==> config.mk <==
export PLATFORM = sky130hd
export DESIGN_NAME = pcc_cell
export DESIGN_NICKNAME = d
export VERILOG_FILES = /design/src/hw/rtl/pcc_pkg.sv /design/src/hw/rtl/pcc_cell.sv
export SDC_FILE = /design/constraint.sdc
export NUM_CORES = 1
export LEC_CHECK = 0
export BUFFER_PORTS_ARGS = -buffer_cell sky130_fd_sc_hd__buf_2
export CORE_ASPECT_RATIO = 1.2
export CORE_MARGIN = 2
export CORE_UTILIZATION = 59
export DETAILED_ROUTE_END_ITERATION = 10
export PLACE_DENSITY = 0.94
export SLEW_MARGIN = 20
export SYNTH_ARGS = -nofsm -noshare
export SYNTH_HDL_FRONTEND = slang
export SYNTH_SLANG_ARGS = --single-unit
export TNS_END_PERCENT = 5
==> constraint.sdc <==
create_clock -name clock -period 8.2 [get_ports clock]
set_input_delay 1.64 -clock clock [delete_from_list [all_inputs] [get_ports clock]]
set_output_delay 1.64 -clock clock [all_outputs]
set_load 0.005 [all_outputs]
==> src/hw/rtl/pcc_pkg.sv <==
`default_nettype none

package pcc_pkg;

   localparam int ITERATIONS    = 16;
   localparam int COORD_WIDTH   = 16;
   localparam int FIELD_W       = 16;
   localparam int FRAC_EXTRA    = 14;
   localparam int GAIN_Q16      = 39797;
   localparam int GAIN_SHIFT    = 16;
   localparam int GAIN_W        = 17;
   localparam int DEG_SHIFT     = 9;
   localparam int HALF_TURN     = 23040;
   localparam int QUARTER_TURN  = 11520;
   localparam int FULL_TURN     = 46080;
   localparam int MAX_STAGES    = 24;
   localparam int ATAN_IDX_W    = 5;

   // Internal coordinates keep FRAC_EXTRA more fraction bits, plus room for
   // the CORDIC gain and a sign.
   localparam int DATA_W        = FIELD_W + FRAC_EXTRA + 3;
   localparam int ANGLE_W       = 27;
   localparam int STAGE_W       = (ITERATIONS > 1) ? $clog2(ITERATIONS) : 1;
   localparam int PROD_W        = DATA_W + GAIN_W;
   localparam int DESCALE_SHIFT = GAIN_SHIFT + FRAC_EXTRA;
   localparam int RES_W         = PROD_W - DESCALE_SHIFT;

   typedef enum logic {
      OP_TO_CART  = 1'b0,
      OP_TO_POLAR = 1'b1
   } pcc_opcode_type;

   typedef struct packed {
      pcc_opcode_type            mode;
      logic                      flip;
      logic                      origin;
      logic signed [DATA_W-1:0]  x;
      logic signed [DATA_W-1:0]  y;
      logic signed [ANGLE_W-1:0] z;
   } pcc_work_type;

   // atan(2^-i) in units of 2^-16 degree.
   localparam logic [ANGLE_W-1:0] ATAN_TABLE [MAX_STAGES] = '{
      27'd2949120, 27'd1740967, 27'd919879, 27'd466945,
      27'd234379,  27'd117304,  27'd58666,  27'd29335,
      27'd14668,   27'd7334,    27'd3667,   27'd1833,
      27'd917,     27'd458,     27'd229,    27'd115,
      27'd57,      27'd29,      27'd14,     27'd7,
      27'd4,       27'd2,       27'd1,      27'd0
   };

   function automatic logic signed [ANGLE_W-1:0] atan_lookup(input logic [STAGE_W-1:0] idx);
      return $signed(ATAN_TABLE[ATAN_IDX_W'(idx)]);
   endfunction

endpackage

`default_nettype wire

==> src/hw/rtl/pcc_cell.sv <==
`default_nettype none

module pcc_cell (
   input  logic                          clock,
   input  logic                          reset,
   input  logic [pcc_pkg::STAGE_W-1:0]   stage_idx,
   input  logic                          up_valid,
   output logic                          up_ready,
   input  pcc_pkg::pcc_work_type         up_data,
   output logic                          dn_valid,
   input  logic                          dn_ready,
   output pcc_pkg::pcc_work_type         dn_data
);
   import pcc_pkg::*;

   logic                      valid_ff;
   pcc_work_type              data_ff;
   pcc_work_type              data_in;
   logic                      load;
   logic                      dir_neg;
   logic signed [DATA_W-1:0]  dx;
   logic signed [DATA_W-1:0]  dy;
   logic signed [ANGLE_W-1:0] da;

   assign up_ready = !valid_ff || dn_ready;
   assign load     = up_valid && up_ready;
   assign dn_valid = valid_ff;
   assign dn_data  = data_ff;

   always_comb begin
      dx = up_data.y >>> stage_idx;
      dy = up_data.x >>> stage_idx;
      da = atan_lookup(stage_idx);
      // Rotation follows the residual angle, vectoring drives y toward zero.
      if (up_data.mode == OP_TO_CART) begin
         dir_neg = up_data.z >= 0;
      end else begin
         dir_neg = up_data.y < 0;
      end
      data_in = up_data;
      if (dir_neg) begin
         data_in.x = up_data.x - dx;
         data_in.y = up_data.y + dy;
         data_in.z = up_data.z - da;
      end else begin
         data_in.x = up_data.x + dx;
         data_in.y = up_data.y - dy;
         data_in.z = up_data.z + da;
      end
   end

   always_ff @(posedge clock) begin
      if (reset) begin
         valid_ff <= 1'b0;
      end else if (up_ready) begin
         valid_ff <= up_valid;
      end
   end

   always_ff @(posedge clock) begin
      if (load) begin
         data_ff <= data_in;
      end
   end

endmodule

`default_nettype wire

==> impl_metrics.ini, run 1 <==
[route]
drcViolationCount = 0
detail-route-antenna-nets = 0
drt_iter0_drc = 1524
vias = 12481
wire_per_inst_um = 20.37
wirelength_um = 37930
via_per_inst = 6.703
first_pass_iters = 7

[worst_hold_path]
hp-class = reg -> reg

[sta]
rsz0062_at_grt = false
max-slew-margin-rel_pct = 42.18
hold_violations = 0
setup_tns_ns = 0
finalSetupViolCount = 0
min_period_over_period_pct = 91.04
clock_skew_ns = 0.01429
period_minus_slack_ns = 7.465
worstMarginPinSlew_ns = 0.8673
whs_ns = 0.5145
fmax_mhz = 134.0
slew_viol_final = 0

[synth]
synth_top_area_share_pct = 22.34
ys_types = 74
yosysMostFrequentCell = nand2_1
syn-num-nets = 1624
synth_edf_count = 96
synth_seq_cells = 97
synth-async-reset-ratio_pct = 0
seq_area_frac_synth_pct = 22.49
syn-instance-count = 1417
syn_area_sq_mm = 0.01291
synth_common_cells = nand2_1 (143), nor2_1 (131), a21oi_1 (119), xnor2_1 (111), ha_1 (100)
synthFlopType = edfxtp_1
synth_top_cell_by_area = edfxtp_1
synth_warnings = 0
avgSynthCellArea_sq_um = 9.108
ys_top_cells_by_area = edfxtp_1 (22%), mux4_2 (15%), ha_1 (9.7%)

[critical_path]
cp_data_required_time_ns = 8.33
end_kind = register
worst_setup_path_start_kind = input port
path_class = in -> reg
cp_data_arrival_time_ns = 7.59
crit_fanout = 37

[placed_design]
portBuffers = 201
dp_hpwl_um = 28960
place_area_sq_mm = 0.01413
routabilityCongestion = 0.9931

[run]
maxCapViolations = 0

[power]
power_density_mw_per_mm2 = 189.6
leakage_nw = 6.075
vdd_ir_drop_max_uv = 109.7
finalPower_mw = 2.739

[global_route]
antenna_found_initial = 1
grt_max_degree = 71
gr-total-overflow = 0
grtUsageTotal_pct = 32.10
grt_pass1_vias = 12080
grt_pass1_wl_um = 60780

[finish]
final.fill_count = 1657
area_growth_syn_to_layout_pct = 11.92
drive_gt1_share_pct = 22.68
stdcell_area_sq_mm = 0.01444
postLayoutCoreUtil_pct = 67.01
fin_nets = 1789

[cts]
cts_buffer_depth = 2
ctsResizeCount = 0
clkLatencyLatePin_ns = 0.37
root_buffer = clkbuf_16
cts_max_level = 3
post-cts-setup-buffer-count = 0
path_clk_slew_ns = 0.08
cts_tree = done
cts-buffers-inserted = 9
cts_hold_buf = 0
clock-sinks = 97

[die]
rows = 59
die_area_sq_mm = 0.02308
die_x_um = 139.0
die_h_um = 166.0
ios = 202
start_util_pct = 59.87
core_sq_mm = 0.02156

[outcome]
status = complete, no violations
[per-layer routing]
metal / up-vias / wire length (um) / global-route usage (%)
met5: - / 0 / 0
met4: 0 / 2078 / 15.15
met3: 190 / 3725 / 6.603
met2: 809 / 18040 / 54.12
met1: 5835 / 14090 / 39.53
li1: 5647 / - / -
[cell usage in the layout (no fill, tap or decap), types with 4 or more instances in the layout]
cell       instances
o211ai_1          11
mux2i_1           31
nor2b_1           16
xnor2_1          111
nor4_1             4
nand2_1          143
o21ai_0           93
xor2_1            46
o21a_1            20
nand4_1            5
o22ai_1            5
a221oi_1           4
buf_2            199
o21bai_1           9
and3_1            18
nor2_1           131
inv_1             42
ha_1             100
nand2b_1          17
and2_1            12
or3_1             16
edfxtp_1          96
a21o_1            32
buf_4             22
or2_2              5
a31oi_1           23
nor3_1            22
nand3_1           23
clkbuf_16          9
mux2_2            16
a21oi_1          118
and4_1             5
o31ai_1           11
a211oi_1          13
a41oi_1            5
mux4_2            88
[cell families after synthesis]
logic type               share of synthesized area, %
AO/OA/AOI/OAI                                   18.15
XOR/XNOR                                        10.65
adder cells (fa/ha/maj)                         10.16
buffers and inverters                           3.664
flip-flops                                      22.49
multiplexers                                    19.16
AND/OR/NAND/NOR                                 15.72
[critical path, cell delays in order]
cell,delay (ns)
buf_4,0.52
mux4_2,0.66
mux2_2,0.32
mux2i_1,0.30
nand2_1,0.16
nor4_2,0.49
nand3_1,0.28
o31ai_1,0.33
xor2_1,0.19
ha_1,0.32
a21oi_1,0.28
a21oi_1,0.12
a211oi_1,0.31
nand2_1,0.07
o21ai_0,0.25
buf_4,0.19
a211oi_1,0.09
a2111oi_0,0.44
buf_4,0.20
o21ai_0,0.08
a21oi_1,0.20
xnor2_1,0.08
[area by class of cell]
type | count | area [sq um] | area share (%)
diodes | 1 | 2.502 | 0.01732
clock buffers | 9 | 225.2 | 1.559
clock inverters | 7 | 83.83 | 0.5804
inverters | 43 | 161.4 | 1.117
multi-input cells | 1209 | 9544 | 66.08
flip-flops and latches | 97 | 2903 | 20.10
well taps | 274 | 342.8 | 2.374
repair buffers | 222 | 1181 | 8.177
[stage by stage]
step	instances	worst slack [ns]
2_1_floorplan	1417	0.7280
3_3_place_gp	1845	0.8386
3_5_place_dp	1845	0.6074
4_1_cts	1861	0.8253
5_1_grt	1862	0.2601
6_report	1862	0.7350
[flip-flops by register name, indices dropped and copies added, names as in the netlist]
signal    flops
dn_valid      1
dn_data      96
[report_power, final]
group / total, mW / switching (mW) / internal (mW)
registers: 0.766 / 0.0297 / 0.736
logic: 1.51 / 0.849 / 0.662
clock network: 0.461 / 0.218 / 0.243
total: 2.74 / 1.10 / 1.64
[path summary, 6_finish.rpt]
check / cells past startpoint / startpoint / to / slack [ns]
max reg2reg: 3 / dn_valid / dn_data[24] / 6.19
min: 2 / dn_valid / dn_valid / 0.51
min reg2reg: 2 / dn_valid / dn_valid / 0.51
max: 22 / stage_idx[0] / dn_data[91] / 0.74
(Power assumes the default switching activity.)
==> run 2, diff against run 1 <==
clock period = 7 ns   (was 8.2 ns; I/O delays follow)
==> impl_metrics.ini, run 2 (same netlist as run 1, synthesis figures left out) <==
[power]
power_density_mw_per_mm2 = 219.2
vdd_ir_drop_max_uv = 147.5
finalPower_mw = 3.194
leakage_nw = 6.127

[cts]
cts_hold_buf = 0
ctsResizeCount = 0
root_buffer = clkbuf_16
cts_tree = done
cts_buffer_depth = 2
cts_max_level = 3
path_clk_slew_ns = 0.07
clock-sinks = 97
cts-buffers-inserted = 9
clkLatencyLatePin_ns = 0.38
post-cts-setup-buffer-count = 0

[sta]
setup_ws_ns = 0.1401
setup_tns_ns = 0
finalSetupViolCount = 0
worstMarginPinSlew_ns = 0.7686
period_minus_slack_ns = 6.860
hold_violations = 0
clock_skew_ns = 0.01607
fmax_mhz = 145.8
rsz0062_at_grt = true
max-slew-margin-rel_pct = 48.32
slew_viol_final = 0
min_period_over_period_pct = 98.00

[finish]
fin_nets = 1799
area_growth_syn_to_layout_pct = 12.86
drive_gt1_share_pct = 23.54
final_cells = 1874
largest_register_ff_count = 96
final_common_cell = buf_2
layout_common_cells = buf_2 (199), nand2_1 (143), nor2_1 (131), a21oi_1 (117), xnor2_1 (111)

[global_route]
gr-total-overflow = 0
antenna_found_initial = 4
grt_pass1_vias = 12814
grtUsageTotal_pct = 32.10
grt_pass1_wl_um = 60940
grt_max_degree = 59

[critical_path]
crit_fanout = 57
cp_data_required_time_ns = 7.11
rrSetupSlack_ns = 4.99
max_stage_delay_ns = 0.55
cp_data_arrival_time_ns = 6.97
end_kind = register
path_class = in -> reg
slowest_stage = buf_4
crit_chain = buf_4 > buf_4 > mux4_2 > nand2_1 > nand2_1 > o21ai_0 > ha_1 > and2_1 > and3_1 > nor3b_1 > a21oi_1 > xnor2_1 > ha_1 > and4_1 > a221oi_1 > o211ai_1 > o31a_1 > and3_1 > o21a_1 > a221oi_1 > xnor2_1
worst_setup_path_start_kind = input port
r2r-start = dn_valid
r2r_cells = 3
cp_top_family = compound AO/OA/AOI/OAI gates
path_buf_inv = 2
r2r-end = dn_data[92]

[worst_hold_path]
hold_depth = 2
hp-class = reg -> reg
min_from = dn_valid
holdPathEnd = dn_valid

[placed_design]
portBuffers = 201
dp_hpwl_um = 28850
pre_cts_ws_ns = -0.1656
dp_cells = 1855
routabilityCongestion = 1.041

[route]
wire_per_inst_um = 20.88
first_pass_iters = 7
drcViolationCount = 0
wirelength_um = 39140
via_per_inst = 6.966
vias = 13054
drt_iter0_drc = 1715
detail-route-antenna-nets = 0

[die]
die_area_sq_mm = 0.02308
start_util_pct = 59.87
ios = 202
die_x_um = 139.0
core_sq_mm = 0.02156
die_h_um = 166.0
rows = 59

[run]
maxCapViolations = 0

[outcome]
status = complete, no violations
run 2: area by class of cell:
cell class                 instances  area, sq um
inverter                          43        161.4
tap                              274        342.8
antenna                            3        7.507
multi-input combinational       1209         9582
clock buffer                       9        225.2
sequential                        97         2903
fill                            1559         6989
timing repair buffer             232         1281
clock inverter                     7        63.81
run 2: power breakdown:
group / leakage, nW / switching (mW) / internal, mW
Clock: 0.136 / 0.256 / 0.249
Sequential: 0.935 / 0.0346 / 0.862
Combinational: 5.06 / 1.01 / 0.786
Total: 6.13 / 1.30 / 1.90
run 2: metal layers:
layer	up-vias	share of wire, %	global-route usage, %
li1	5680	-	-
met1	5916	34	37.24
met2	1136	46	53.39
met3	320	12	7.584
met4	2	7.4	20.55
met5	-	0.031	0
run 2: worst max path at each step:
stage | startpoint | endpoint | slack (ns) | depth (start not counted)
3_5_place_dp | stage_idx[0] | dn_data[91] | -0.17 | 23
5_1_grt | stage_idx[3] | dn_data[91] | -0.10 | 24
4_1_cts | stage_idx[0] | dn_data[26] | 0.15 | 24
2_1_floorplan | stage_idx[0] | dn_data[26] | 0.05 | 27
6_report | stage_idx[1] | dn_data[58] | 0.14 | 21
3_3_place_gp | stage_idx[0] | dn_data[91] | -0.08 | 23
run 2: tightest hold or removal path: stages, from the launching register on:
cell,delay (ns)
dfxtp_1,0.31
nand2b_1,0.10
a21oi_1,0.07
run 2: per-stage QoR:
step | hold slack [ns] | instance area, sq um | utilization [%]
floorplan | 0.5225 | 12910 | -
global placement | 0.4920 | 14220 | 65.99
detailed placement | 0.5195 | 14220 | 65.99
CTS | 0.5294 | 14510 | 67.33
global route | 0.5642 | 14570 | 67.58
finish | 0.5249 | 14570 | 67.58
