`config.mk`:
```
export PLATFORM = sky130hd
export DESIGN_NAME = pcc_post_flat
export DESIGN_NICKNAME = d
export VERILOG_FILES = /design/src/hw/rtl/pcc_pkg.sv /design/src/hw/rtl/pcc_if.sv /design/src/hw/rtl/pcc_post.sv /design/src/flat_wrapper.sv
export SDC_FILE = /design/constraint.sdc
export NUM_CORES = 2
export LEC_CHECK = 0
export BUFFER_PORTS_ARGS = -buffer_cell sky130_fd_sc_hd__buf_2
export CORE_MARGIN = 1.5
export CORE_UTILIZATION = 49
export DETAILED_ROUTE_END_ITERATION = 8
export GPL_TIMING_DRIVEN = 0
export PLACE_DENSITY_LB_ADDON = 0.3
export SLEW_MARGIN = 20
export SYNTH_ARGS = -nofsm -noshare
export SYNTH_HDL_FRONTEND = slang
export SYNTH_SLANG_ARGS = --single-unit
```
`constraint.sdc`:
```
create_clock -name clock -period 8.5 [get_ports clock]
set_clock_uncertainty 0.15 [all_clocks]
set_input_delay 1.275 -clock clock [delete_from_list [all_inputs] [get_ports clock]]
set_output_delay 1.275 -clock clock [all_outputs]
set_load 0.02 [all_outputs]
```
`src/hw/rtl/pcc_pkg.sv`:
```
`default_nettype none

package pcc_pkg;

   localparam int ITERATIONS    = 16;
   localparam int COORD_WIDTH   = 16;
   localparam int FIELD_W       = 16;
   localparam int FRAC_EXTRA    = 14;
   localparam int GAIN_Q16      = 39797;
   localparam int GAIN_SHIFT    = 16;
   localparam int GAIN_W        = 17;
   localparam int DEG_SHIFT     = 9;
   localparam int HALF_TURN     = 23040;
   localparam int QUARTER_TURN  = 11520;
   localparam int FULL_TURN     = 46080;
   localparam int MAX_STAGES    = 24;
   localparam int ATAN_IDX_W    = 5;

   // Internal coordinates keep FRAC_EXTRA more fraction bits, plus room for
   // the CORDIC gain and a sign.
   localparam int DATA_W        = FIELD_W + FRAC_EXTRA + 3;
   localparam int ANGLE_W       = 27;
   localparam int STAGE_W       = (ITERATIONS > 1) ? $clog2(ITERATIONS) : 1;
   localparam int PROD_W        = DATA_W + GAIN_W;
   localparam int DESCALE_SHIFT = GAIN_SHIFT + FRAC_EXTRA;
   localparam int RES_W         = PROD_W - DESCALE_SHIFT;

   typedef enum logic {
      OP_TO_CART  = 1'b0,
      OP_TO_POLAR = 1'b1
   } pcc_opcode_type;

   typedef struct packed {
      pcc_opcode_type            mode;
      logic                      flip;
      logic                      origin;
      logic signed [DATA_W-1:0]  x;
      logic signed [DATA_W-1:0]  y;
      logic signed [ANGLE_W-1:0] z;
   } pcc_work_type;

   // atan(2^-i) in units of 2^-16 degree.
   localparam logic [ANGLE_W-1:0] ATAN_TABLE [MAX_STAGES] = '{
      27'd2949120, 27'd1740967, 27'd919879, 27'd466945,
      27'd234379,  27'd117304,  27'd58666,  27'd29335,
      27'd14668,   27'd7334,    27'd3667,   27'd1833,
      27'd917,     27'd458,     27'd229,    27'd115,
      27'd57,      27'd29,      27'd14,     27'd7,
      27'd4,       27'd2,       27'd1,      27'd0
   };

   function automatic logic signed [ANGLE_W-1:0] atan_lookup(input logic [STAGE_W-1:0] idx);
      return $signed(ATAN_TABLE[ATAN_IDX_W'(idx)]);
   endfunction

endpackage

`default_nettype wire

```
`src/hw/rtl/pcc_if.sv`:
```
`default_nettype none


interface pcc_rsp_if;
   logic                                 valid;
   logic                                 ready;
   logic signed [pcc_pkg::FIELD_W-1:0]   x_out;
   logic signed [pcc_pkg::FIELD_W-1:0]   y_out;
   logic        [pcc_pkg::FIELD_W-1:0]   radius_out;
   logic signed [pcc_pkg::FIELD_W-1:0]   angle_out;
   logic                                 saturated;

   modport source (output valid, x_out, y_out, radius_out, angle_out, saturated, input ready);
   modport sink   (input valid, x_out, y_out, radius_out, angle_out, saturated, output ready);
endinterface

`default_nettype wire

```
`src/hw/rtl/pcc_post.sv`:
```
`default_nettype none

module pcc_post (
   input  logic                  clock,
   input  logic                  reset,
   input  logic                  up_valid,
   output logic                  up_ready,
   input  pcc_pkg::pcc_work_type up_data,
   pcc_rsp_if.source             rsp_bus
);
   import pcc_pkg::*;

   localparam int SAT_W = (RES_W + 1 > COORD_WIDTH + 1) ? RES_W + 1 : COORD_WIDTH + 1;
   localparam logic signed [GAIN_W-1:0]  GAIN_S  = GAIN_W'(GAIN_Q16);
   localparam logic signed [PROD_W-1:0]  ROUND_P = PROD_W'(64'd1 << (DESCALE_SHIFT - 1));
   localparam logic signed [SAT_W-1:0]   SAT_HI  = SAT_W'((64'd1 << (COORD_WIDTH - 1)) - 64'd1);
   localparam logic signed [SAT_W-1:0]   SAT_LO  = -SAT_HI - SAT_W'(1);
   localparam logic signed [RES_W-1:0]   RAD_MAX = RES_W'(65535);
   localparam logic signed [ANGLE_W-1:0] Z_ROUND = ANGLE_W'(1) <<< (DEG_SHIFT - 1);
   localparam logic signed [ANGLE_W-1:0] HALF_Q  = ANGLE_W'(HALF_TURN);
   localparam logic signed [ANGLE_W-1:0] FULL_Q  = ANGLE_W'(FULL_TURN);

   // Product stage.
   logic                      a_valid_ff;
   logic                      a_ready;
   pcc_opcode_type            a_mode_ff;
   logic                      a_flip_ff;
   logic                      a_origin_ff;
   logic signed [PROD_W-1:0]  a_px_ff;
   logic signed [PROD_W-1:0]  a_py_ff;
   logic signed [ANGLE_W-1:0] a_z_ff;
   logic signed [PROD_W-1:0]  a_px_in;
   logic signed [PROD_W-1:0]  a_py_in;
   logic                      a_load;

   // Output register.
   logic                      b_valid_ff;
   logic signed [FIELD_W-1:0] b_x_ff;
   logic signed [FIELD_W-1:0] b_y_ff;
   logic        [FIELD_W-1:0] b_radius_ff;
   logic signed [FIELD_W-1:0] b_angle_ff;
   logic                      b_sat_ff;
   logic signed [FIELD_W-1:0] b_x_in;
   logic signed [FIELD_W-1:0] b_y_in;
   logic        [FIELD_W-1:0] b_radius_in;
   logic signed [FIELD_W-1:0] b_angle_in;
   logic                      b_sat_in;
   logic                      b_load;

   logic signed [RES_W-1:0]   rx;
   logic signed [RES_W-1:0]   ry;
   logic signed [SAT_W-1:0]   vx;
   logic signed [SAT_W-1:0]   vy;
   logic signed [SAT_W-1:0]   sx;
   logic signed [SAT_W-1:0]   sy;
   logic signed [ANGLE_W-1:0] zr;
   logic signed [ANGLE_W-1:0] zw;

   assign a_ready  = !b_valid_ff || rsp_bus.ready;
   assign up_ready = !a_valid_ff || a_ready;
   assign a_load   = up_valid && up_ready;
   assign b_load   = a_valid_ff && a_ready;

   assign a_px_in = up_data.x * GAIN_S;
   assign a_py_in = up_data.y * GAIN_S;

   always_ff @(posedge clock) begin
      if (reset) begin
         a_valid_ff <= 1'b0;
      end else if (up_ready) begin
         a_valid_ff <= up_valid;
      end
   end

   always_ff @(posedge clock) begin
      if (a_load) begin
         a_mode_ff   <= up_data.mode;
         a_flip_ff   <= up_data.flip;
         a_origin_ff <= up_data.origin;
         a_px_ff     <= a_px_in;
         a_py_ff     <= a_py_in;
         a_z_ff      <= up_data.z;
      end
   end

   always_comb begin
      rx = RES_W'((a_px_ff + ROUND_P) >>> DESCALE_SHIFT);
      ry = RES_W'((a_py_ff + ROUND_P) >>> DESCALE_SHIFT);
      vx = a_flip_ff ? -SAT_W'(rx) : SAT_W'(rx);
      vy = a_flip_ff ? -SAT_W'(ry) : SAT_W'(ry);
      b_sat_in = 1'b0;
      if (vx > SAT_HI) begin
         sx = SAT_HI;
         b_sat_in = 1'b1;
      end else if (vx < SAT_LO) begin
         sx = SAT_LO;
         b_sat_in = 1'b1;
      end else begin
         sx = vx;
      end
      if (vy > SAT_HI) begin
         sy = SAT_HI;
         b_sat_in = 1'b1;
      end else if (vy < SAT_LO) begin
         sy = SAT_LO;
         b_sat_in = 1'b1;
      end else begin
         sy = vy;
      end

      zr = (a_z_ff + Z_ROUND) >>> DEG_SHIFT;
      if (zr > HALF_Q) begin
         zw = zr - FULL_Q;
      end else if (zr < -HALF_Q) begin
         zw = zr + FULL_Q;
      end else begin
         zw = zr;
      end

      b_x_in      = '0;
      b_y_in      = '0;
      b_radius_in = '0;
      b_angle_in  = '0;
      if (a_mode_ff == OP_TO_CART) begin
         b_x_in = sx[FIELD_W-1:0];
         b_y_in = sy[FIELD_W-1:0];
      end else begin
         b_sat_in = 1'b0;
         if (!a_origin_ff) begin
            if (rx < 0) begin
               b_radius_in = '0;
            end else if (rx > RAD_MAX) begin
               b_radius_in = '1;
            end else begin
               b_radius_in = rx[FIELD_W-1:0];
            end
            b_angle_in = zw[FIELD_W-1:0];
         end
      end
   end

   always_ff @(posedge clock) begin
      if (reset) begin
         b_valid_ff <= 1'b0;
      end else if (a_ready) begin
         b_valid_ff <= a_valid_ff;
      end
   end

   always_ff @(posedge clock) begin
      if (b_load) begin
         b_x_ff      <= b_x_in;
         b_y_ff      <= b_y_in;
         b_radius_ff <= b_radius_in;
         b_angle_ff  <= b_angle_in;
         b_sat_ff    <= b_sat_in;
      end
   end

   assign rsp_bus.valid      = b_valid_ff;
   assign rsp_bus.x_out      = b_x_ff;
   assign rsp_bus.y_out      = b_y_ff;
   assign rsp_bus.radius_out = b_radius_ff;
   assign rsp_bus.angle_out  = b_angle_ff;
   assign rsp_bus.saturated  = b_sat_ff;

endmodule

`default_nettype wire

```
`src/flat_wrapper.sv`:
```
// flat-port wrapper written by rule: the top's interface ports become plain ports
module pcc_post_flat import pcc_pkg::*;
  (clock, reset, up_valid, up_ready, up_data, rsp_bus_valid, rsp_bus_x_out, rsp_bus_y_out, rsp_bus_radius_out, rsp_bus_angle_out, rsp_bus_saturated, rsp_bus_ready);
  pcc_rsp_if rsp_bus_i ();
  input  logic clock;
  input  logic reset;
  input  logic up_valid;
  output logic up_ready;
  input  pcc_pkg::pcc_work_type up_data;
  output wire logic [$bits(rsp_bus_i.valid)-1:0] rsp_bus_valid;
  output wire logic [$bits(rsp_bus_i.x_out)-1:0] rsp_bus_x_out;
  output wire logic [$bits(rsp_bus_i.y_out)-1:0] rsp_bus_y_out;
  output wire logic [$bits(rsp_bus_i.radius_out)-1:0] rsp_bus_radius_out;
  output wire logic [$bits(rsp_bus_i.angle_out)-1:0] rsp_bus_angle_out;
  output wire logic [$bits(rsp_bus_i.saturated)-1:0] rsp_bus_saturated;
  input wire logic [$bits(rsp_bus_i.ready)-1:0] rsp_bus_ready;
  assign rsp_bus_valid = rsp_bus_i.valid;
  assign rsp_bus_x_out = rsp_bus_i.x_out;
  assign rsp_bus_y_out = rsp_bus_i.y_out;
  assign rsp_bus_radius_out = rsp_bus_i.radius_out;
  assign rsp_bus_angle_out = rsp_bus_i.angle_out;
  assign rsp_bus_saturated = rsp_bus_i.saturated;
  assign rsp_bus_i.ready = rsp_bus_ready;
  pcc_post u_core (.clock(clock), .reset(reset), .up_valid(up_valid), .up_ready(up_ready), .up_data(up_data), .rsp_bus(rsp_bus_i));
endmodule
```
==> key figures <==
Timing
  • Worst-Margin Slew: 0.764 ns
  • Period utilization: between 80% and 90%
  • Final Setup Violations: 0
  • Final Critical Period: 7.35 ns
  • Slew headroom: around half
  • Final hold violation count: 0
  • Worst Slack Setup Final: 1.15 ns
  • Final Slew Violations: 0
  • Setup TNS: 0 ns
  • RSZ-0062 raised after global routing: false
  • Fmax: approximately 0.14 GHz

GRT
  • Vias in the first global route: 20900
  • Largest net degree at the start of global routing: 40
  • Antenna violations before repair: 0
  • First-pass GRT wire length: 108000 um
  • GRT Total Usage: a little under a quarter
  • GR Overflow Total: 0

Yosys
  • Top post-synthesis cells by area: fa_1 36%, ha_1 20%, edfxtp_1 14%
  • Most common library cells after synthesis: 821 x inv_1, 510 x fa_1, 440 x ha_1
  • Seq/Total Area, Yosys: roughly 14%
  • Library cells used by synthesis: 77
  • Area leader, netlist: fa_1
  • EDFF count, synth: 129
  • Post-synth top flop: edfxtp_1
  • Synthesis warning total: 0
  • Seq cells post-synth: 131
  • Post-synthesis cell count: 2737
  • Post-Syn Nets: 3787
  • Synthesized cell area: 28100 um2
  • Async SR Flop Fraction: 0%
  • Most common cell in the synthesized netlist: inv_1
  • Yosys top cell area share: 36.4%
  • Mean Syn Cell Area: 10.3 um2

Setup path
  • Worst Path Arrival: 7.35 ns
  • WP data required: between 8 and 9 ns
  • CP max-delay cell: fa_1
  • Worst path buffer plus inverter count: 5
  • Crit-path most repeated cell: fa_1
  • Crit-path cells: buf_2 > ha_1 > inv_1 > fa_1 > fa_1 > fa_1 > inv_1 > fa_1 > inv_1 > fa_1 > inv_1 > ha_1 > a21o_1 > a21o_1 > a21oi_1 > o21ai_0 > a211oi_1 > o22ai_1 > o21ai_0 > a31oi_1 > o21bai_1 > xnor2_1
  • Setup crit end kind: flip-flop
  • Top delay family on crit path: adder cells
  • Max Fanout on Critical Path: 6
  • Setup CP Type: primary input to flip-flop
  • CP Launch Type: primary input
  • Setup slack, reg-to-reg: 3.87 ns
  • Slowest stage delay, CP: 0.56 ns

Run status
  • Status: finished clean

Die
  • # IOs: 167
  • Die footprint: about 59000 um2
  • Initial Utilization: 49.7%
  • Rows: 87
  • Die X: 242 um
  • Die height: 242 um
  • Core area: 56500 um2

Clock network
  • Post-CTS sizing: 0
  • Post-CTS Setup Repair Bufs: 0
  • Hold-fix buffers, CTS: 0
  • CTS H-tree depth: 4
  • Clock buffer depth: 2
  • Root Driver: clkbuf_16
  • Num CTS Buffers: 17
  • TritonCTS clock tree: built
  • CTS clock-pin slew for the worst setup and hold paths: 0.06 ns
  • Clk sink count: 131
  • Worst-Skew Late Latency: 0.43 ns

Route
  • Via count: 19300
  • Iteration count of the initial detailed-routing pass: 5
  • Total wire length: ~65000 um
  • WL per Instance: 17.6 um
  • Post-DRT Antenna Nets: 0
  • Initial DRC count: around 960
  • Post-route DRC: 0
  • Via density: 5.22

Place
  • Placer Congestion: 0.944
  • Pre-CTS setup slack: 0.799 ns
  • IO buf count: 158
  • Post-DP HPWL: roughly 58000 um

Cells and area
  • Area Overhead vs Synth: 8.64%
  • Inserted Diodes: 0
  • Layout cell share with drive strength beyond 1: 8.05%
  • Nets: between 3000 and 4000
  • Area of the multi-input gates: 20900 um2
  • # fillers: about 5000
  • Sequential cell area: 3910 um2

Worst hold path
  • Hold crit path type: flip-flop to flip-flop

Job
  • Max_cap viols: 0
cells in the final DEF, fill, tap and decap left out, types with 6 or more instances in the layout:
| cell | instances |
|---|---|
| and3_1 | 15 |
| edfxtp_1 | 129 |
| clkbuf_1 | 19 |
| xor2_1 | 57 |
| buf_2 | 171 |
| nand3_1 | 27 |
| and4_1 | 11 |
| nand4_1 | 29 |
| inv_1 | 821 |
| nand2_1 | 77 |
| o22ai_1 | 6 |
| nand2b_1 | 10 |
| xnor2_1 | 80 |
| a31oi_1 | 15 |
| clkbuf_16 | 17 |
| o21bai_1 | 10 |
| nor4_1 | 13 |
| nor3_1 | 23 |
| o211ai_1 | 7 |
| o31ai_1 | 8 |
| a211oi_1 | 13 |
| a21o_1 | 50 |
| nand3b_1 | 6 |
| nor2_1 | 65 |
| o21a_1 | 10 |
| o21ai_2 | 9 |
| and2_1 | 10 |
| o21ai_0 | 55 |
| fa_1 | 510 |
| ha_1 | 440 |
| or3_1 | 13 |
| a21oi_1 | 82 |
sequential cells by signal, indices dropped and copies added (netlist names):
name,cells
u_core.a_px_ff,21
u_core.a_py_ff,21
u_core.a_z_ff,19
u_core.rsp_bus.angle_out,16
u_core.rsp_bus.radius_out,16
u_core.rsp_bus.x_out,16
u_core.rsp_bus.y_out,16
u_core.a_flip_ff,1
u_core.a_mode_ff,1
u_core.a_origin_ff,1
u_core.a_valid_ff,1
u_core.rsp_bus.saturated,1
u_core.rsp_bus.valid,1
cells by family after synthesis:
kind of cell,after synthesis,synth area share [%]
buffers and inverters,859,11.7
AND/OR/NAND/NOR,329,6.19
XOR/XNOR,137,4.27
flip-flops,131,13.9
adder cells (fa/ha/maj),950,56.0
AO/OA/AOI/OAI,327,7.79
multiplexers,4,0.147
through the flow:
| stage | cell area, um2 | hold WS (ns) | instances | util [%] |
|---|---|---|---|---|
| 2_1_floorplan | 28100 | 0.328 | 2737 | - |
| 3_3_place_gp | 29800 | 0.345 | 3651 | 52.8 |
| 3_5_place_dp | 29900 | 0.370 | 3655 | 53.0 |
| 4_1_cts | 30500 | 0.378 | 3687 | 54.0 |
| 5_1_grt | 30500 | 0.409 | 3687 | 54.0 |
| 6_report | 30500 | 0.374 | 3687 | 54.0 |
cell type report:
| type | count | area share (%) |
|---|---|---|
| Clock buffer | 18 | 1.41 |
| Multi-Input combinational cell | 1747 | 68.5 |
| Clock inverter | 14 | 0.505 |
| Sequential cell | 131 | 12.8 |
| Inverter | 821 | 10.1 |
| Timing Repair Buffer | 162 | 2.90 |
| Buffer | 38 | 0.644 |
| Tap cell | 756 | 3.10 |
worst register-to-register path, stage by stage, from the launching register on:
cell,delay [ns]
edfxtp_1,0.50
ha_1,0.36
or4_1,0.52
o31ai_1,0.11
o21ai_0,0.20
or3_1,0.47
nand4bb_1,0.37
o21ai_1,0.23
xor2_1,0.12
o41ai_1,0.74
nand2b_1,0.33
buf_6,0.20
o21ai_1,0.08
worst paths after layout:
| path | startpoint | to | cells past startpoint |
|---|---|---|---|
| max | up_data[66] | u_core.a_px_ff[49] | 22 |
| min | u_core.a_valid_ff | u_core.rsp_bus.valid | 2 |
| max reg2reg | u_core.a_py_ff[29] | u_core.rsp_bus.y_out[4] | 12 |
| min reg2reg | u_core.a_valid_ff | u_core.rsp_bus.valid | 2 |
per-layer routing:
layer	wire length, um	vias to the layer above	GRT usage, %
li1	-	9043	-
met1	28300	9557	31.6
met2	30900	569	38.3
met3	4350	88	4.21
met4	1300	0	5.18
met5	0	-	0
Power is not shown: default switching activity piles up to over one toggle a cycle in this logic, so the estimate is an artifact.
