[config.mk]
export PLATFORM = sky130hd
export DESIGN_NAME = pcc_prep_flat
export DESIGN_NICKNAME = d
export VERILOG_FILES = /design/src/hw/rtl/pcc_pkg.sv /design/src/hw/rtl/pcc_if.sv /design/src/hw/rtl/pcc_prep.sv /design/src/flat_wrapper.sv
export SDC_FILE = /design/constraint.sdc
export NUM_CORES = 1
export LEC_CHECK = 0
export BUFFER_PORTS_ARGS = -buffer_cell sky130_fd_sc_hd__buf_4
export CAP_MARGIN = 20
export CORE_MARGIN = 2
export CORE_UTILIZATION = 40
export CTS_CLUSTER_SIZE = 10
export DETAILED_ROUTE_END_ITERATION = 10
export PLACE_DENSITY = 0.81
export REMOVE_ABC_BUFFERS = 1
export SYNTH_ARGS = -nofsm -noshare
export SYNTH_HDL_FRONTEND = slang
export SYNTH_SLANG_ARGS = --single-unit
export TNS_END_PERCENT = 100
[constraint.sdc]
create_clock -name clock -period 3.6 [get_ports clock]
set_clock_uncertainty 0.1 [all_clocks]
set_input_delay 0.18 -clock clock [delete_from_list [all_inputs] [get_ports clock]]
set_output_delay 0.18 -clock clock [all_outputs]
set_load 0.1 [all_outputs]
[src/hw/rtl/pcc_pkg.sv]
`default_nettype none

package pcc_pkg;

   localparam int ITERATIONS    = 16;
   localparam int COORD_WIDTH   = 16;
   localparam int FIELD_W       = 16;
   localparam int FRAC_EXTRA    = 14;
   localparam int GAIN_Q16      = 39797;
   localparam int GAIN_SHIFT    = 16;
   localparam int GAIN_W        = 17;
   localparam int DEG_SHIFT     = 9;
   localparam int HALF_TURN     = 23040;
   localparam int QUARTER_TURN  = 11520;
   localparam int FULL_TURN     = 46080;
   localparam int MAX_STAGES    = 24;
   localparam int ATAN_IDX_W    = 5;

   // Internal coordinates keep FRAC_EXTRA more fraction bits, plus room for
   // the CORDIC gain and a sign.
   localparam int DATA_W        = FIELD_W + FRAC_EXTRA + 3;
   localparam int ANGLE_W       = 27;
   localparam int STAGE_W       = (ITERATIONS > 1) ? $clog2(ITERATIONS) : 1;
   localparam int PROD_W        = DATA_W + GAIN_W;
   localparam int DESCALE_SHIFT = GAIN_SHIFT + FRAC_EXTRA;
   localparam int RES_W         = PROD_W - DESCALE_SHIFT;

   typedef enum logic {
      OP_TO_CART  = 1'b0,
      OP_TO_POLAR = 1'b1
   } pcc_opcode_type;

   typedef struct packed {
      pcc_opcode_type            mode;
      logic                      flip;
      logic                      origin;
      logic signed [DATA_W-1:0]  x;
      logic signed [DATA_W-1:0]  y;
      logic signed [ANGLE_W-1:0] z;
   } pcc_work_type;

   // atan(2^-i) in units of 2^-16 degree.
   localparam logic [ANGLE_W-1:0] ATAN_TABLE [MAX_STAGES] = '{
      27'd2949120, 27'd1740967, 27'd919879, 27'd466945,
      27'd234379,  27'd117304,  27'd58666,  27'd29335,
      27'd14668,   27'd7334,    27'd3667,   27'd1833,
      27'd917,     27'd458,     27'd229,    27'd115,
      27'd57,      27'd29,      27'd14,     27'd7,
      27'd4,       27'd2,       27'd1,      27'd0
   };

   function automatic logic signed [ANGLE_W-1:0] atan_lookup(input logic [STAGE_W-1:0] idx);
      return $signed(ATAN_TABLE[ATAN_IDX_W'(idx)]);
   endfunction

endpackage

`default_nettype wire

[src/hw/rtl/pcc_if.sv]
`default_nettype none

interface pcc_req_if;
   logic                                 valid;
   logic                                 ready;
   logic                                 opcode;
   logic signed [pcc_pkg::FIELD_W-1:0]   x_in;
   logic signed [pcc_pkg::FIELD_W-1:0]   y_in;
   logic        [pcc_pkg::FIELD_W-1:0]   radius_in;
   logic signed [pcc_pkg::FIELD_W-1:0]   angle_in;

   modport source (output valid, opcode, x_in, y_in, radius_in, angle_in, input ready);
   modport sink   (input valid, opcode, x_in, y_in, radius_in, angle_in, output ready);
endinterface


`default_nettype wire

[src/hw/rtl/pcc_prep.sv]
`default_nettype none

module pcc_prep (
   input  logic                 clock,
   input  logic                 reset,
   pcc_req_if.sink              req_bus,
   output logic                 dn_valid,
   input  logic                 dn_ready,
   output pcc_pkg::pcc_work_type dn_data
);
   import pcc_pkg::*;

   localparam logic signed [17:0] HALF_A    = 18'(HALF_TURN);
   localparam logic signed [17:0] QUARTER_A = 18'(QUARTER_TURN);
   localparam logic signed [17:0] FULL_A    = 18'(FULL_TURN);
   localparam logic signed [ANGLE_W-1:0] HALF_Z = ANGLE_W'(HALF_TURN) <<< DEG_SHIFT;

   logic                      valid_ff;
   pcc_work_type              data_ff;
   pcc_work_type              data_in;
   logic                      load;

   logic signed [17:0]        ang_raw;
   logic signed [17:0]        ang_wrap;
   logic signed [17:0]        ang_fold;
   logic                      flip;
   logic signed [FIELD_W:0]   xs;
   logic signed [FIELD_W:0]   ys;
   logic signed [FIELD_W:0]   xv;
   logic signed [FIELD_W:0]   yv;
   logic                      x_neg;

   assign req_bus.ready = !valid_ff || dn_ready;
   assign load          = req_bus.valid && req_bus.ready;
   assign dn_valid      = valid_ff;
   assign dn_data       = data_ff;

   always_comb begin
      ang_raw = 18'(req_bus.angle_in);
      if (ang_raw > HALF_A) begin
         ang_wrap = ang_raw - FULL_A;
      end else if (ang_raw < -HALF_A) begin
         ang_wrap = ang_raw + FULL_A;
      end else begin
         ang_wrap = ang_raw;
      end
      // Beyond a quarter turn either way, fold the angle by half a turn and negate the result.
      flip = 1'b1;
      if (ang_wrap > QUARTER_A) begin
         ang_fold = ang_wrap - HALF_A;
      end else if (ang_wrap < -QUARTER_A) begin
         ang_fold = ang_wrap + HALF_A;
      end else begin
         ang_fold = ang_wrap;
         flip     = 1'b0;
      end

      xs    = (FIELD_W + 1)'(req_bus.x_in);
      ys    = (FIELD_W + 1)'(req_bus.y_in);
      x_neg = xs < 0;
      xv    = x_neg ? -xs : xs;
      yv    = x_neg ? -ys : ys;

      data_in = '0;
      if (req_bus.opcode == OP_TO_POLAR) begin
         data_in.mode   = OP_TO_POLAR;
         data_in.origin = (xs == 0) && (ys == 0);
         data_in.x      = DATA_W'(xv) <<< FRAC_EXTRA;
         data_in.y      = DATA_W'(yv) <<< FRAC_EXTRA;
         if (x_neg) begin
            data_in.z = (ys >= 0) ? HALF_Z : -HALF_Z;
         end
      end else begin
         data_in.mode = OP_TO_CART;
         data_in.flip = flip;
         data_in.x    = $signed(DATA_W'(req_bus.radius_in) << FRAC_EXTRA);
         data_in.z    = ANGLE_W'(ang_fold) <<< DEG_SHIFT;
      end
   end

   always_ff @(posedge clock) begin
      if (reset) begin
         valid_ff <= 1'b0;
      end else if (req_bus.ready) begin
         valid_ff <= req_bus.valid;
      end
   end

   always_ff @(posedge clock) begin
      if (load) begin
         data_ff <= data_in;
      end
   end

endmodule

`default_nettype wire

[src/flat_wrapper.sv]
// flat-port wrapper written by rule: the top's interface ports become plain ports
module pcc_prep_flat import pcc_pkg::*;
  (clock, reset, dn_valid, dn_ready, dn_data, req_bus_valid, req_bus_opcode, req_bus_x_in, req_bus_y_in, req_bus_radius_in, req_bus_angle_in, req_bus_ready);
  pcc_req_if req_bus_i ();
  input  logic clock;
  input  logic reset;
  output logic dn_valid;
  input  logic dn_ready;
  output pcc_pkg::pcc_work_type dn_data;
  input wire logic [$bits(req_bus_i.valid)-1:0] req_bus_valid;
  input wire logic [$bits(req_bus_i.opcode)-1:0] req_bus_opcode;
  input wire logic [$bits(req_bus_i.x_in)-1:0] req_bus_x_in;
  input wire logic [$bits(req_bus_i.y_in)-1:0] req_bus_y_in;
  input wire logic [$bits(req_bus_i.radius_in)-1:0] req_bus_radius_in;
  input wire logic [$bits(req_bus_i.angle_in)-1:0] req_bus_angle_in;
  output wire logic [$bits(req_bus_i.ready)-1:0] req_bus_ready;
  assign req_bus_i.valid = req_bus_valid;
  assign req_bus_i.opcode = req_bus_opcode;
  assign req_bus_i.x_in = req_bus_x_in;
  assign req_bus_i.y_in = req_bus_y_in;
  assign req_bus_i.radius_in = req_bus_radius_in;
  assign req_bus_i.angle_in = req_bus_angle_in;
  assign req_bus_ready = req_bus_i.ready;
  pcc_prep u_core (.clock(clock), .reset(reset), .req_bus(req_bus_i), .dn_valid(dn_valid), .dn_ready(dn_ready), .dn_data(dn_data));
endmodule
==> results.json, run 1 <==
{
  "ys_seq_area_frac": 0.4171,
  "clk_path_buf_depth": 2,
  "antenna_found_initial": 0,
  "routed_wl_um": 10600,
  "syn_inst": 434,
  "syn-cell-area_um2": 4008,
  "clkTransAtPathRegs_ns": 0.09,
  "setup_viol_count_final": 0,
  "holdPathEnd": "u_core.dn_data[89]$_DFFE_PP_",
  "grt_pass1_wl_um": 17190,
  "drt-pass1-iter-count": 4,
  "clkLatencyLatePin_ns": 0.30,
  "cp_top_family": "compound AO/OA/AOI/OAI gates",
  "ys_async_sr_fraction": 0,
  "whs_path_depth": 3,
  "grtUsageTotal": 0.1934,
  "slowest_delay_ns": 0.39,
  "final_layout_size_suffix_gt1_frac": 0.2867,
  "setup_slack_ns": 0.4039,
  "worstSetupPathType": "primary input to flop",
  "numCtsBuffers": 5,
  "ys_ff_latch": 56,
  "drv_cap": 0,
  "ctsResizeCount": 0,
  "io_buffers": 129,
  "final_cell_mix": "buf_4 (146), edfxtp_1 (55), nor2_1 (51)",
  "status": "finished, final reports clean",
  "synth_area_leaders": "edfxtp_1 (41%), buf_4 (7.9%), xor2_1 (5.2%)",
  "synth_edf_count": 55,
  "hold_start": "req_bus_radius_in[15]",
  "antenna_left": 0,
  "vias_per_cell": 5.176,
  "final_util": 0.5261,
  "hold_viol_final": 0,
  "setup_tns_ns": 0,
  "core_um2": 9729,
  "path_common_cell": "nor2_1",
  "ys_types": 61,
  "cp.depth": 15,
  "cp-start-kind": "primary input",
  "antenna_cells": 0,
  "ys.warnings.count": 0,
  "htree_levels": 2,
  "rows": 36,
  "cp_cell_sequence": "buf_4 -> ha_1 -> a211o_1 -> a21oi_1 -> nor2_1 -> ha_1 -> buf_4 -> inv_1 -> o2111ai_1 -> a32o_1 -> a221oi_2 -> nor2_1 -> a311o_1 -> a2111oi_0 -> nor2_1",
  "area_delta_synth_final_pct": 27.72,
  "crit_required_ns": 3.55,
  "start_util": 0.4119,
  "route.detailed.drc": 0,
  "gp_congestion": 0.8955,
  "p_per_area_nw_per_um2": 431.8,
  "via_count": 3613,
  "reg2reg_slack_ns": 1.58,
  "leakagePower_nw": 2.257,
  "drtIter0Drc": 292,
  "fin_crit_sh": 0.8878,
  "arrival_ns": 3.15,
  "synth_top_cell_by_area": "edfxtp_1",
  "timing.rr.start": "u_core.dn_valid$_SDFFE_PP0N_",
  "ios": 167,
  "fmax_ghz": 0.3129,
  "overflow": 0,
  "syn_area_per_cell_um2": 9.234,
  "crit_fanout": 9,
  "cts_setup_buffers": 0,
  "clock_sinks": 56,
  "final_nets": 645,
  "final_common_cell": "buf_4",
  "worstMarginPinSlew_ns": 0.7290,
  "synth_top_area_frac": 0.4121,
  "critical_path_buf_inv_count": 3,
  "peakVddDrop_mv": 0.1974,
  "relSlewSlack": 0.5140,
  "dieHeight_um": 104.1,
  "worstSetupEndpointType": "flop",
  "die_area_um2": 10840,
  "synth_ff_type": "edfxtp_1",
  "reg2reg_depth": 3,
  "ctsRootBufferMaster": "clkbuf_8",
  "hp-class": "primary input to flop",
  "crit_slowest_cell": "a311o_1",
  "dpl.hpwl_um": 8150,
  "grt_max_degree": 51,
  "grt_pass1_vias": 3561,
  "cts_tree": "yes",
  "dieWidth_um": 104.1,
  "pre_cts_ws_ns": 0.09900,
  "maxSlewViolCount": 0,
  "r2r_end": "u_core.dn_data[9]$_SDFFCE_PP0P_",
  "avgRoutedWirePerCell_um": 15.18,
  "rsz0062_at_grt": "no",
  "min_period_ns": 3.196
}
## cell type report
cell class / count / area, um2
Clock buffer: 6 / 72.57
Tap cell: 133 / 166.4
Timing Repair Buffer: 148 / 1116
Sequential cell: 56 / 1672
Fill cell: 880 / 4611
Inverter: 18 / 67.56
Clock inverter: 2 / 12.51
Multi-Input combinational cell: 335 / 2012
## repair_timing
item	in CTS	in global routing
endpoints found under the hold margin	1	0
setup endpoints to repair	0	0
hold buffers	2	0
## worst max path at each step
stage                                      start                          endpoint  slack, ns
floorplan           u_core.dn_valid$_SDFFE_PP0N_  u_core.dn_data[10]$_SDFFCE_PP0P_       0.09
global route                req_bus_angle_in[10]      u_core.dn_data[22]$_DFFE_PP_       0.08
detailed placement          req_bus_angle_in[10]      u_core.dn_data[22]$_DFFE_PP_        0.1
CTS                         req_bus_angle_in[10]      u_core.dn_data[22]$_DFFE_PP_       0.43
global placement            req_bus_angle_in[10]      u_core.dn_data[22]$_DFFE_PP_       0.11
finish                      req_bus_angle_in[10]      u_core.dn_data[22]$_DFFE_PP_       0.40
## cells in the mapped netlist (all sizes together) (4+ instances only)
master	count
buf	48
nor2	51
a211oi	5
a31oi	4
o21ai	18
or4	4
xor2	24
or2	4
inv	18
edfxtp	55
xnor2	9
o22ai	5
a21oi	31
and2	9
nor2b	9
clkbuf	13
nor3	7
nand2	31
o31ai	5
ha	12
o211ai	5
and3	4
or3	18
nand3	4
## state kept, by name (all words and copies together) (netlist names)
register	cells
u_core.dn_data	55
u_core.dn_valid	1
## metal layers
layer  vias to the layer above  part of all wire  GRT usage  routed length, um
li1                       1727                 -          -                  -
met1                      1676              0.40     0.2288               4283
met2                       189              0.49     0.3379               5215
met3                        21             0.081    0.04135                853
met4                         0             0.023    0.08398                244
met5                         -                 0          0                  0
## report_power, final
group / switching [mW] / leakage (nW) / total, mW / internal, mW
combinational: 0.815 / 1.67 / 1.07 / 0.259
sequential: 0.0173 / 0.548 / 0.800 / 0.783
clock: 0.199 / 0.0412 / 0.335 / 0.137
## stage by stage
step | instance area [um2] | hold slack, ns | total power, mW | instances
6_report | 5119 | 0.06744 | 2.210 | 698
3_3_place_gp | 5014 | 0.2362 | 1.871 | 688
2_1_floorplan | 3750 | 0.1491 | 1.615 | 409
5_1_grt | 5119 | 0.06029 | 2.301 | 698
3_5_place_dp | 5014 | 0.2418 | 1.884 | 688
4_1_cts | 5119 | 0.04502 | 2.221 | 698
## kinds of logic (layout without fill, tap and decap cells)
logic type / after synthesis / count (layout) / share of synthesized area
simple gates: 152 / 152 / 0.1876
flops: 56 / 56 / 0.4171
xor+xnor: 33 / 33 / 0.07212
compound gates: 97 / 97 / 0.1595
buf+inv: 79 / 174 / 0.1149
mux: 4 / 4 / 0.01030
other cells: 1 / 37 / 0.0009357
fa+ha+maj: 12 / 12 / 0.03746
## worst min-delay path, cell delays in order
cell,delay (ns)
buf_4,0.08
nand2_1,0.06
o41ai_2,0.05
(Power assumes the default switching activity.)
==> run 2: changes to the inputs <==
--- a/config.mk
+++ b/config.mk
@@ -12,7 +12,6 @@
 export CTS_CLUSTER_SIZE = 10
 export DETAILED_ROUTE_END_ITERATION = 10
 export PLACE_DENSITY = 0.81
-export REMOVE_ABC_BUFFERS = 1
 export SYNTH_ARGS = -nofsm -noshare
 export SYNTH_HDL_FRONTEND = slang
 export SYNTH_SLANG_ARGS = --single-unit
==> run 2 against run 1 <==
Final cell count rose by 0.29%. First-iteration DRC count fell by 10%. Maximum frequency rose by 0.13%. Critical path type unchanged. Largest cell class unchanged. Highest routed layer unchanged.
==> results.json, run 2 (synthesis gave the netlist of run 1 again) <==
{
  "antenna_found_initial": 0,
  "hold-worst-slack_ns": 0.04146,
  "drtIter0Drc": 262,
  "start_util": 0.4119,
  "crit_fanout": 10,
  "fin_crit_sh": 0.8867,
  "antenna_left": 0,
  "nFillCells": 897,
  "slowest_delay_ns": 0.35,
  "core_um2": 9729,
  "vias_per_cell": 5.187,
  "arrival_ns": 3.15,
  "hold_start": "req_bus_radius_in[15]",
  "grt_max_degree": 51,
  "gp_congestion": 0.9219,
  "clkTransAtPathRegs_ns": 0.10,
  "routed_wl_um": 10410,
  "peakVddDrop_mv": 0.2012,
  "io_buffers": 129,
  "dieWidth_um": 104.1,
  "clkLatencyLatePin_ns": 0.31,
  "fin_cells": 700,
  "worstSetupEndpointType": "flop",
  "total_power_mw": 2.287,
  "overflow": 0,
  "pwr-share-comb": 0.472,
  "setup_tns_ns": 0,
  "cts_setup_buffers": 0,
  "drv_cap": 0,
  "holdBufCountCts": 2,
  "rows": 36,
  "grt_pass1_wl_um": 16440,
  "holdPathEnd": "u_core.dn_data[89]$_DFFE_PP_",
  "final_layout_size_suffix_gt1_frac": 0.2910,
  "reg2reg_slack_ns": 1.58,
  "setup_viol_count_final": 0,
  "cts_tree": "yes",
  "drt-pass1-iter-count": 4,
  "setup_slack_ns": 0.4081,
  "ctsResizeCount": 0,
  "reg2reg_depth": 3,
  "relSlewSlack": 0.3512,
  "pwr-share-seq": 0.349,
  "crit_slowest_cell": "ha_1",
  "cp-start-kind": "primary input",
  "leakagePower_nw": 2.283,
  "antenna_cells": 0,
  "clockPowerShare": 0.178,
  "hp-class": "primary input to flop",
  "pre_cts_ws_ns": 0.1059,
  "rsz0062_at_grt": "no",
  "numCtsBuffers": 5,
  "die_area_um2": 10840,
  "avgRoutedWirePerCell_um": 14.87,
  "p_sw_frac": 0.4522,
  "ios": 167,
  "r2r_end": "u_core.dn_data[75]$_DFFE_PP_",
  "crit_required_ns": 3.55,
  "timing.rr.start": "u_core.dn_valid$_SDFFE_PP0N_",
  "clk_path_buf_depth": 2,
  "worstMarginPinSlew_ns": 0.9732,
  "grt_pass1_vias": 3488,
  "p_per_area_nw_per_um2": 443.4,
  "via_count": 3631,
  "internal-power_mw": 1.253,
  "status": "finished, final reports clean",
  "post-place-cells": 690,
  "final_cell_mix": "buf_4 (148), edfxtp_1 (55), nor2_1 (50)",
  "route.detailed.drc": 0,
  "cp_top_family": "compound AO/OA/AOI/OAI gates",
  "critical_path_buf_inv_count": 2,
  "area_delta_synth_final_pct": 28.72,
  "dieHeight_um": 104.1,
  "dpl.hpwl_um": 8064,
  "final_nets": 647,
  "final_common_cell": "buf_4",
  "htree_levels": 2,
  "clock_sinks": 56,
  "cp_cell_sequence": "buf_4 -> ha_1 -> a211o_1 -> a21oi_1 -> nor2_1 -> ha_1 -> buf_4 -> nand2b_1 -> and2_1 -> o22ai_1 -> nand2_1 -> a221oi_2 -> nor2_2 -> a311o_1 -> a2111oi_0 -> nor2_1",
  "net-switching-power_mw": 1.034,
  "min_period_ns": 3.192,
  "ctsRootBufferMaster": "clkbuf_8",
  "hold_viol_final": 0,
  "fmax_ghz": 0.3133,
  "grtUsageTotal": 0.1872,
  "largest_reg_flops": 55,
  "whs_path_depth": 3,
  "maxSlewViolCount": 0,
  "worstSetupPathType": "primary input to flop"
}
[run 2: changes by cell type in the layout (fill, tap and decap cells not counted)]
cell        previous run  this run
nor2_1                51        50
buf_4                146       148
nor2_2                 0         1
bufinv_16              0         1
clkinvlp_4             1         0
[run 2: cell type report]
class	count	area (um2)	area share
multi-input combinational	335	2014	0.3905
sequential	56	1672	0.3240
timing repair buffer	150	1131	0.2193
tap	133	166.4	0.03226
clock buffer	6	72.57	0.01407
inverter	18	67.56	0.01310
clock inverter	2	35.03	0.006791
[run 2: per-stage QoR]
stage / utilization / area [um2]
after floorplan: - / 4145
after global placement: 0.5171 / 5031
after detailed placement: 0.5171 / 5031
after CTS: 0.5302 / 5159
after global routing: 0.5302 / 5159
final: 0.5302 / 5159
[run 2: power groups by stage]
| stage | Combinational, mW | Clock [mW] | Sequential (mW) |
|---|---|---|---|
| after floorplan | 0.492 | 0 | 1.18 |
| after global placement | 1.06 | 0 | 0.812 |
| after detailed placement | 1.07 | 0 | 0.815 |
| after CTS | 1.08 | 0.419 | 0.800 |
| after global routing | 1.13 | 0.435 | 0.805 |
| final | 1.08 | 0.408 | 0.799 |
[run 2: worst max path at each step]
stage / start / end / slack (ns) / depth (start not counted)
after global routing: req_bus_angle_in[11] / u_core.dn_data[26]$_DFFE_PP_ / 0.14 / 19
after global placement: req_bus_angle_in[10] / u_core.dn_data[25]$_DFFE_PP_ / 0.20 / 15
after floorplan: req_bus_angle_in[11] / u_core.dn_data[22]$_DFFE_PP_ / 0.08 / 16
final: req_bus_angle_in[10] / u_core.dn_data[22]$_DFFE_PP_ / 0.41 / 16
after CTS: req_bus_angle_in[10] / u_core.dn_data[22]$_DFFE_PP_ / 0.46 / 16
after detailed placement: req_bus_angle_in[10] / u_core.dn_data[22]$_DFFE_PP_ / 0.11 / 16
[run 2: per-layer routing]
| metal | up-vias | routed length, um | track usage |
|---|---|---|---|
| met3 | 25 | 817 | 0.04699 |
| met4 | 0 | 266 | 0.08012 |
| li1 | 1740 | - | - |
| met2 | 203 | 5191 | 0.3365 |
| met1 | 1663 | 4133 | 0.2097 |
| met5 | - | 0 | 0 |
[run 2: worst min-delay path: cells and delay by family]
kind            cells  cell delay, ns
compound gates      1            0.04
simple gates        1            0.05
buf+inv             1            0.08
